<file path="src/rtl/lfsr_random_in_range_assert.svh">
// ----------------------------------------------------------------------------
// lfsr_random_in_range_assert
// Assertion macros shared by the random-in-range block.
// ----------------------------------------------------------------------------
`ifndef LFSR_RANDOM_IN_RANGE_ASSERT_SVH
`define LFSR_RANDOM_IN_RANGE_ASSERT_SVH

`ifndef NO_ASSERTIONS
// Same-cycle implication, disabled during reset.
`define LRR_ASSERT_IMPL(label, clk, rst, ante, cons) \
  label: assert property (@(posedge clk) disable iff (rst) (ante) |-> (cons)) \
    else $error("lrr assertion failed");
// Next-cycle implication, disabled during reset.
`define LRR_ASSERT_NEXT(label, clk, rst, ante, cons) \
  label: assert property (@(posedge clk) disable iff (rst) (ante) |=> (cons)) \
    else $error("lrr assertion failed");
`else
`define LRR_ASSERT_IMPL(label, clk, rst, ante, cons)
`define LRR_ASSERT_NEXT(label, clk, rst, ante, cons)
`endif

`endif

</file>
<file path="src/rtl/lrr_pkg.sv">
`timescale 1ns / 1ps
// ----------------------------------------------------------------------------
// lrr_pkg
// Types and constants shared by the controller, the datapath and the top level.
// ----------------------------------------------------------------------------
package lrr_pkg;

  localparam int unsigned STATE_W = 16;
  localparam int unsigned BYTE_W  = 8;
  localparam int unsigned CNT_W   = $clog2(STATE_W);

  localparam logic [STATE_W-1:0] TAP_MASK   = 16'hB400;
  localparam logic [STATE_W-1:0] SEED_VALUE = 16'hACE1;

  typedef struct packed {
    logic start;     // load operands, advance the LFSR, clear the divider
    logic div_step;  // one restoring remainder step
    logic load_out;  // move the finished result into the output register
  } lrr_cmd_t;

  typedef struct packed {
    logic err;       // span is empty or inverted
    logic last;      // current step is the final remainder step
  } lrr_status_t;

endpackage

</file>
<file path="src/rtl/lfsr_random_in_range.sv">
`timescale 1ns / 1ps
// ----------------------------------------------------------------------------
// lfsr_random_in_range
// Galois LFSR random source returning a value in [range_low, range_high).
// ----------------------------------------------------------------------------
// Each request mixes timer_sample into a 16-bit Galois LFSR (seed 0xACE1,
// taps 0xB400), steps it once and returns range_low plus the state modulo
// (range_high - range_low). A request is loaded, then runs sixteen restoring
// remainder steps through the 9-bit trial subtractor (one dividend bit per
// cycle), and then its result is moved into the output register. When
// range_high is not above range_low the division is skipped and range_low
// comes back with range_error set. The output register lets a new request be
// taken while a result waits on rsp_stall.
module lfsr_random_in_range (
  input  logic                       clk,
  input  logic                       rst,
  input  logic                       req_valid,
  output logic                       req_stall,
  input  logic [lrr_pkg::BYTE_W-1:0] range_low,
  input  logic [lrr_pkg::BYTE_W-1:0] range_high,
  input  logic [lrr_pkg::BYTE_W-1:0] timer_sample,
  output logic                       rsp_valid,
  input  logic                       rsp_stall,
  output logic [lrr_pkg::BYTE_W-1:0] random_value,
  output logic                       range_error
);

  lrr_pkg::lrr_cmd_t    cmd;
  lrr_pkg::lrr_status_t status;

  lrr_ctrl u_ctrl (
    .clk       (clk),
    .rst       (rst),
    .req_valid (req_valid),
    .req_stall (req_stall),
    .rsp_valid (rsp_valid),
    .rsp_stall (rsp_stall),
    .cmd       (cmd),
    .status    (status)
  );

  lrr_datapath u_datapath (
    .clk          (clk),
    .rst          (rst),
    .cmd          (cmd),
    .status       (status),
    .range_low    (range_low),
    .range_high   (range_high),
    .timer_sample (timer_sample),
    .random_value (random_value),
    .range_error  (range_error)
  );

endmodule

</file>
<file path="src/rtl/lrr_datapath.sv">
`timescale 1ns / 1ps
// ----------------------------------------------------------------------------
// lrr_datapath
// LFSR state, bit-serial remainder unit and output register.
// ----------------------------------------------------------------------------
`include "lfsr_random_in_range_assert.svh"

module lrr_datapath (
  input  logic                            clk,
  input  logic                            rst,
  input  lrr_pkg::lrr_cmd_t               cmd,
  output lrr_pkg::lrr_status_t            status,
  input  logic [lrr_pkg::BYTE_W-1:0]      range_low,
  input  logic [lrr_pkg::BYTE_W-1:0]      range_high,
  input  logic [lrr_pkg::BYTE_W-1:0]      timer_sample,
  output logic [lrr_pkg::BYTE_W-1:0]      random_value,
  output logic                            range_error
);

  logic [lrr_pkg::STATE_W-1:0] lfsr;
  logic [lrr_pkg::STATE_W-1:0] mixed;
  logic [lrr_pkg::STATE_W-1:0] lfsr_next;
  logic [lrr_pkg::STATE_W-1:0] dividend;
  logic [lrr_pkg::BYTE_W-1:0]  rem;
  logic [lrr_pkg::BYTE_W-1:0]  span;
  logic [lrr_pkg::BYTE_W-1:0]  low;
  logic                        err;
  logic [lrr_pkg::CNT_W-1:0]   cnt;
  logic [lrr_pkg::BYTE_W:0]    trial;
  logic [lrr_pkg::BYTE_W:0]    trial_diff;

  // Mix the timer byte into the low byte, then one Galois step.
  always_comb begin
    mixed     = lfsr ^ {{(lrr_pkg::STATE_W - lrr_pkg::BYTE_W){1'b0}}, timer_sample};
    lfsr_next = {1'b0, mixed[lrr_pkg::STATE_W-1:1]};
    if (mixed[0]) begin
      lfsr_next = lfsr_next ^ lrr_pkg::TAP_MASK;
    end
  end

  assign trial      = {rem, dividend[lrr_pkg::STATE_W-1]};
  assign trial_diff = trial - {1'b0, span};

  assign status.err  = err;
  assign status.last = (cnt == {lrr_pkg::CNT_W{1'b1}});

  always_ff @(posedge clk) begin
    if (rst) begin
      lfsr <= lrr_pkg::SEED_VALUE;
    end else if (cmd.start) begin
      lfsr <= lfsr_next;
    end
  end

  always_ff @(posedge clk) begin
    if (cmd.start) begin
      dividend <= lfsr_next;
      low      <= range_low;
      span     <= range_high - range_low;
      err      <= (range_high <= range_low);
      rem      <= '0;
      cnt      <= '0;
    end else if (cmd.div_step) begin
      // Subtract when the shifted remainder reaches the span.
      if (trial >= {1'b0, span}) begin
        rem <= trial_diff[lrr_pkg::BYTE_W-1:0];
      end else begin
        rem <= trial[lrr_pkg::BYTE_W-1:0];
      end
      dividend <= {dividend[lrr_pkg::STATE_W-2:0], 1'b0};
      cnt      <= cnt + 1'b1;
    end
  end

  // On a range error no step ran, so the remainder is still zero.
  always_ff @(posedge clk) begin
    if (cmd.load_out) begin
      random_value <= low + rem;
      range_error  <= err;
    end
  end

  `LRR_ASSERT_IMPL(a_no_step_on_err, clk, rst, cmd.div_step, !err)

endmodule

</file>
<file path="src/rtl/lrr_ctrl.sv">
`timescale 1ns / 1ps
// ----------------------------------------------------------------------------
// lrr_ctrl
// Sequencer for request intake, remainder steps and result handoff.
// ----------------------------------------------------------------------------
`include "lfsr_random_in_range_assert.svh"

module lrr_ctrl (
  input  logic                 clk,
  input  logic                 rst,
  input  logic                 req_valid,
  output logic                 req_stall,
  output logic                 rsp_valid,
  input  logic                 rsp_stall,
  output lrr_pkg::lrr_cmd_t    cmd,
  input  lrr_pkg::lrr_status_t status
);

  localparam logic [1:0] S_IDLE = 2'd0;
  localparam logic [1:0] S_DIV  = 2'd1;
  localparam logic [1:0] S_FIN  = 2'd2;

  logic [1:0] state;
  logic [1:0] state_next;
  logic       out_free;

  assign out_free  = !rsp_valid || !rsp_stall;
  assign req_stall = (state != S_IDLE);

  always_comb begin
    state_next   = state;
    cmd.start    = 1'b0;
    cmd.div_step = 1'b0;
    cmd.load_out = 1'b0;
    case (state)
      S_IDLE: begin
        if (req_valid) begin
          cmd.start  = 1'b1;
          state_next = S_DIV;
        end
      end
      S_DIV: begin
        if (status.err) begin
          state_next = S_FIN;
        end else begin
          cmd.div_step = 1'b1;
          if (status.last) begin
            state_next = S_FIN;
          end
        end
      end
      S_FIN: begin
        // Hold the result until the output register can take it.
        if (out_free) begin
          cmd.load_out = 1'b1;
          state_next   = S_IDLE;
        end
      end
      default: begin
        state_next = S_IDLE;
      end
    endcase
  end

  always_ff @(posedge clk) begin
    if (rst) begin
      state     <= S_IDLE;
      rsp_valid <= 1'b0;
    end else begin
      state <= state_next;
      if (cmd.load_out) begin
        rsp_valid <= 1'b1;
      end else if (!rsp_stall) begin
        rsp_valid <= 1'b0;
      end
    end
  end

  `LRR_ASSERT_IMPL(a_no_overwrite, clk, rst, cmd.load_out, !rsp_valid || !rsp_stall)
  `LRR_ASSERT_NEXT(a_busy_after_accept, clk, rst, req_valid && !req_stall, req_stall)
  `LRR_ASSERT_IMPL(a_rsp_from_load, clk, rst, $rose(rsp_valid), $past(cmd.load_out))

endmodule
</file>
<file path="config.mk">
export PLATFORM = sky130hd
export DESIGN_NAME = lfsr_random_in_range
export DESIGN_NICKNAME = d
export VERILOG_FILES = /design/src/rtl/lrr_pkg.sv /design/src/rtl/lfsr_random_in_range.sv /design/src/rtl/lrr_datapath.sv /design/src/rtl/lrr_ctrl.sv
export VERILOG_INCLUDE_DIRS = /design/src /design/src/rtl
export SDC_FILE = /design/constraint.sdc
export NUM_CORES = 1
export LEC_CHECK = 0
export BUFFER_PORTS_ARGS = -buffer_cell sky130_fd_sc_hd__buf_2
export CAP_MARGIN = 10
export CORE_MARGIN = 2
export CORE_UTILIZATION = 50
export CTS_BUF_LIST = sky130_fd_sc_hd__clkbuf_4
export CTS_CLUSTER_DIAMETER = 120
export DETAILED_ROUTE_END_ITERATION = 10
export PLACE_DENSITY_LB_ADDON = 0.15
export SLEW_MARGIN = 20
export SYNTH_ARGS = -nofsm -noshare
export SYNTH_HDL_FRONTEND = slang
export SYNTH_SLANG_ARGS = --single-unit
</file>
<file path="constraint.sdc">
create_clock -name clk -period 3.4 [get_ports clk]
set_clock_uncertainty 0.05 [all_clocks]
set_input_delay 0.68 -clock clk [delete_from_list [all_inputs] [get_ports clk]]
set_output_delay 0.68 -clock clk [all_outputs]
set_load 0.01 [all_outputs]
</file>
==> metrics.md <==
| Metric | Value |
|---|---|
| Status | `complete, no violations` |
| Maximum VDD drop | `0.0002667 V` |
| Tcrit/Tclk final | `0.6279` |
| Via count | `2542` |
| Setup WS pre-CTS | `1.054 ns` |
| CTS Buf Count | `9` |
| Pwr Total | `between 0.002 and 0.0025 W` |
| Rows | `31` |
| Initial Util | `0.5085` |
| Io pins | `39` |
| Worst r2r src | `u_datapath.err` |
| Worst Hold Class | `in2reg` |
| Worst Setup EP | `u_datapath.dividend[9]` |
| Synth warn | `0` |
| Slew margin rel. | `0.2919` |
| Crit. End Element | `register` |
| Highest clock rate | `approximately 470 MHz` |
| Area post-placement | `3931 um2` |
| Die height | `89.42 um` |
| Most common cell in the synthesized netlist | `nor2_1` |
| EDFF count, synth | `42` |
| DRC errors left | `0` |
| Hold buffer count at cts | `0` |
| Reg2reg end | `u_datapath.dividend[9]` |
| Setup crit start kind | `register` |
| Final Max Slew Viols | `0` |
| PostCTS Resize Cnt | `0` |
| Top cells by count, synth | `53 x nor2_1, 42 x edfxtp_1, 35 x nand2_1, 31 x dfxtp_1` |
| Final #Nets | `451` |
| Number of global-route vias before repair | `2367` |
| Post-synth ARST share | `0` |
| Clock buffer depth | `2` |
| Reg-to-reg setup timing slack | `~1.3 ns` |
| Syn_nets | `409` |
| Max-cap viol count | `0` |
| R2R depth | `4` |
| Top cell type's share of synthesized area | `0.3457` |
| Crit path DAT | `2.15 ns` |
| Layout cells sized above 1 | `0.1571` |
| Predominant post-synthesis flop cell | `edfxtp_1` |
| Post-CTS Setup Inserts | `0` |
| DP HPWL | `4.747 mm` |
| CTS tree | `built` |
| Cell area after synthesis | `3648 um2` |
| Pre-antenna DRT Iters | `4` |
| Core Area | `~7200 um2` |
| Pleak | `between 1.5 and 2 nW` |
| Final instance area | `about 4000 um2` |
| First-pass GRT wire length | `around 11 mm` |
| Crit Path Max Fanout | `16` |
| H-Tree Depth | `3` |
| Fin Setup TNS | `0 ns` |
| Wire per inst | `13.32 um` |
| Seq/Total Area, Yosys | `0.5158` |
| Routability-driven placement congestion ratio | `~0.84` |
| Crit path time final | `approximately 2.1 ns` |
| CP required | `~3.4 ns` |
| Gate Count Post-Synth | `354` |
| Total Wirelength | `6.661 mm` |
| Slew of the pin with the lowest slew margin | `1.062 ns` |
| Setup crit start | `u_datapath.err` |
| Finished Core Util | `0.5698` |
| Post-route ant nets | `0` |
| Clock latency on the worst-skew pair | `roughly 0.43 ns` |
| Yosys reg bits | `73` |
| Grt total ovfl | `0` |
| Final hold vios | `0` |
| GR Util All Layers | `0.1875` |
| Post-Syn Area per Cell | `10.31 um2` |
| Yosys top cell by area | `edfxtp_1` |
| Post-synth cell types | `41` |
| Die Span X | `89.42 um` |
| Root Driver | `clkbuf_4` |
| Final WS setup | `1.265 ns` |
| Die ar. | `between 7000 and 8000 um2` |
| CTS sink count | `73` |
| Clock Pin Slew Worst Setup and Hold Paths | `0.12 ns` |
| RSZ-0062 raised after global routing | `no` |
| Initial drt markers | `137` |
| Antenna violations before repair | `0` |
| Area grow syn2layout | `12.07%` |
| Setup Crit Path Kind | `reg2reg` |
| Largest net degree at the start of global routing | `41` |
| Port bufs | `38` |
| # diodes | `0` |
| Final setup fails | `0` |
| Leading post-synthesis cells by cell area | `edfxtp_1 35%, dfxtp_1 17%, ha_1 8.2%, nor2_1 5.5%, nand2_1 3.6%` |
| Via/cell ratio | `5.084` |
| Power Dens Cells | `between 500 and 600 nW/um2` |
area by class of cell:
class / instances / area (um2)
inverter: 25 / 93.84
tap: 99 / 123.9
clock inverter: 7 / 90.09
clock buffer: 9 / 67.56
sequential: 73 / 1882
timing repair buffer: 40 / 205.2
fill: 655 / 3087
multi-input combinational: 247 / 1627
how the worst min path moves through the flow:
| stage | startpoint | end | depth (start not counted) |
|---|---|---|---|
| after global placement | u_datapath.lfsr[8] | u_datapath.lfsr[8] | 2 |
| after floorplan | u_datapath.err | u_datapath.range_error | 0 |
| after detailed placement | u_datapath.lfsr[9] | u_datapath.lfsr[9] | 2 |
| after global routing | range_low[5] | u_datapath.low[5] | 1 |
| final | range_low[5] | u_datapath.low[5] | 1 |
| after CTS | range_low[5] | u_datapath.low[5] | 1 |
stage by stage:
stage | std cells | hold WS (ns)
detailed placement | 484 | 0.4025
finish | 500 | 0.3874
CTS | 500 | 0.3791
global route | 500 | 0.3691
floorplan | 354 | 0.3775
global placement | 484 | 0.3961
power by group:
| part | switching (W) | internal, W | leakage, nW | total (W) |
|---|---|---|---|---|
| Combinational | 0.000235 | 0.000176 | 1.04 | 0.000411 |
| Clock | 0.000322 | 0.000298 | 0.0886 | 0.000620 |
| Sequential | 0.0000465 | 0.00104 | 0.653 | 0.00109 |
| Total | 0.000604 | 0.00152 | 1.78 | 0.00212 |
worst max-delay path, stage by stage, from the launching register on:
cell      delay, ns
edfxtp_1       0.44
nor2_1         0.13
and2_1         0.44
nor2_1         0.21
inv_1          0.50
sequential cells by signal, indices dropped and copies added (netlist names):
name	cells
u_datapath.rem	8
u_ctrl.state	2
u_datapath.low	8
u_datapath.span	8
u_datapath.err	1
u_datapath.dividend	16
u_datapath.range_error	1
u_datapath.random_value	8
u_ctrl.rsp_valid	1
u_datapath.cnt	4
u_datapath.lfsr	16
logic make-up after synthesis:
kind of cell | share of synthesized area
adders and majority gates | 0.09877
xor gates and xnor gates | 0.06482
and+or+nand+nor | 0.1427
DFF | 0.5158
muxes | 0.01097
AOI/OAI and AO/OA | 0.1286
buffers and inverters | 0.03841
routing by layer:
layer | track usage | share of wire
met5 | 0 | 0
met4 | 0.08548 | 0.022
met2 | 0.2747 | 0.45
met3 | 0.03047 | 0.035
met1 | 0.2729 | 0.49
cell usage in the layout (no fill, tap or decap), types with 2 or more instances in the layout:
| cell | instances |
|---|---|
| a31oi_1 | 2 |
| ha_1 | 24 |
| nand2_1 | 35 |
| nand2b_1 | 3 |
| xor2_1 | 13 |
| a2bb2oi_1 | 2 |
| inv_1 | 24 |
| mux2i_1 | 4 |
| a21oi_2 | 3 |
| o21ai_1 | 2 |
| nor2b_1 | 8 |
| a22o_1 | 3 |
| o21ai_0 | 9 |
| a211oi_1 | 2 |
| clkbuf_4 | 9 |
| nand4_1 | 3 |
| a21oi_1 | 18 |
| o21a_1 | 4 |
| o21bai_1 | 5 |
| nand3_1 | 7 |
| bufinv_16 | 2 |
| a211o_1 | 3 |
| a21o_1 | 6 |
| edfxtp_1 | 42 |
| inv_4 | 2 |
| nor3_1 | 11 |
| fa_1 | 3 |
| xnor2_1 | 14 |
| buf_2 | 38 |
| buf_4 | 2 |
| dfxtp_1 | 31 |
| nor2_1 | 53 |
Power figures use the tool's default switching activity.
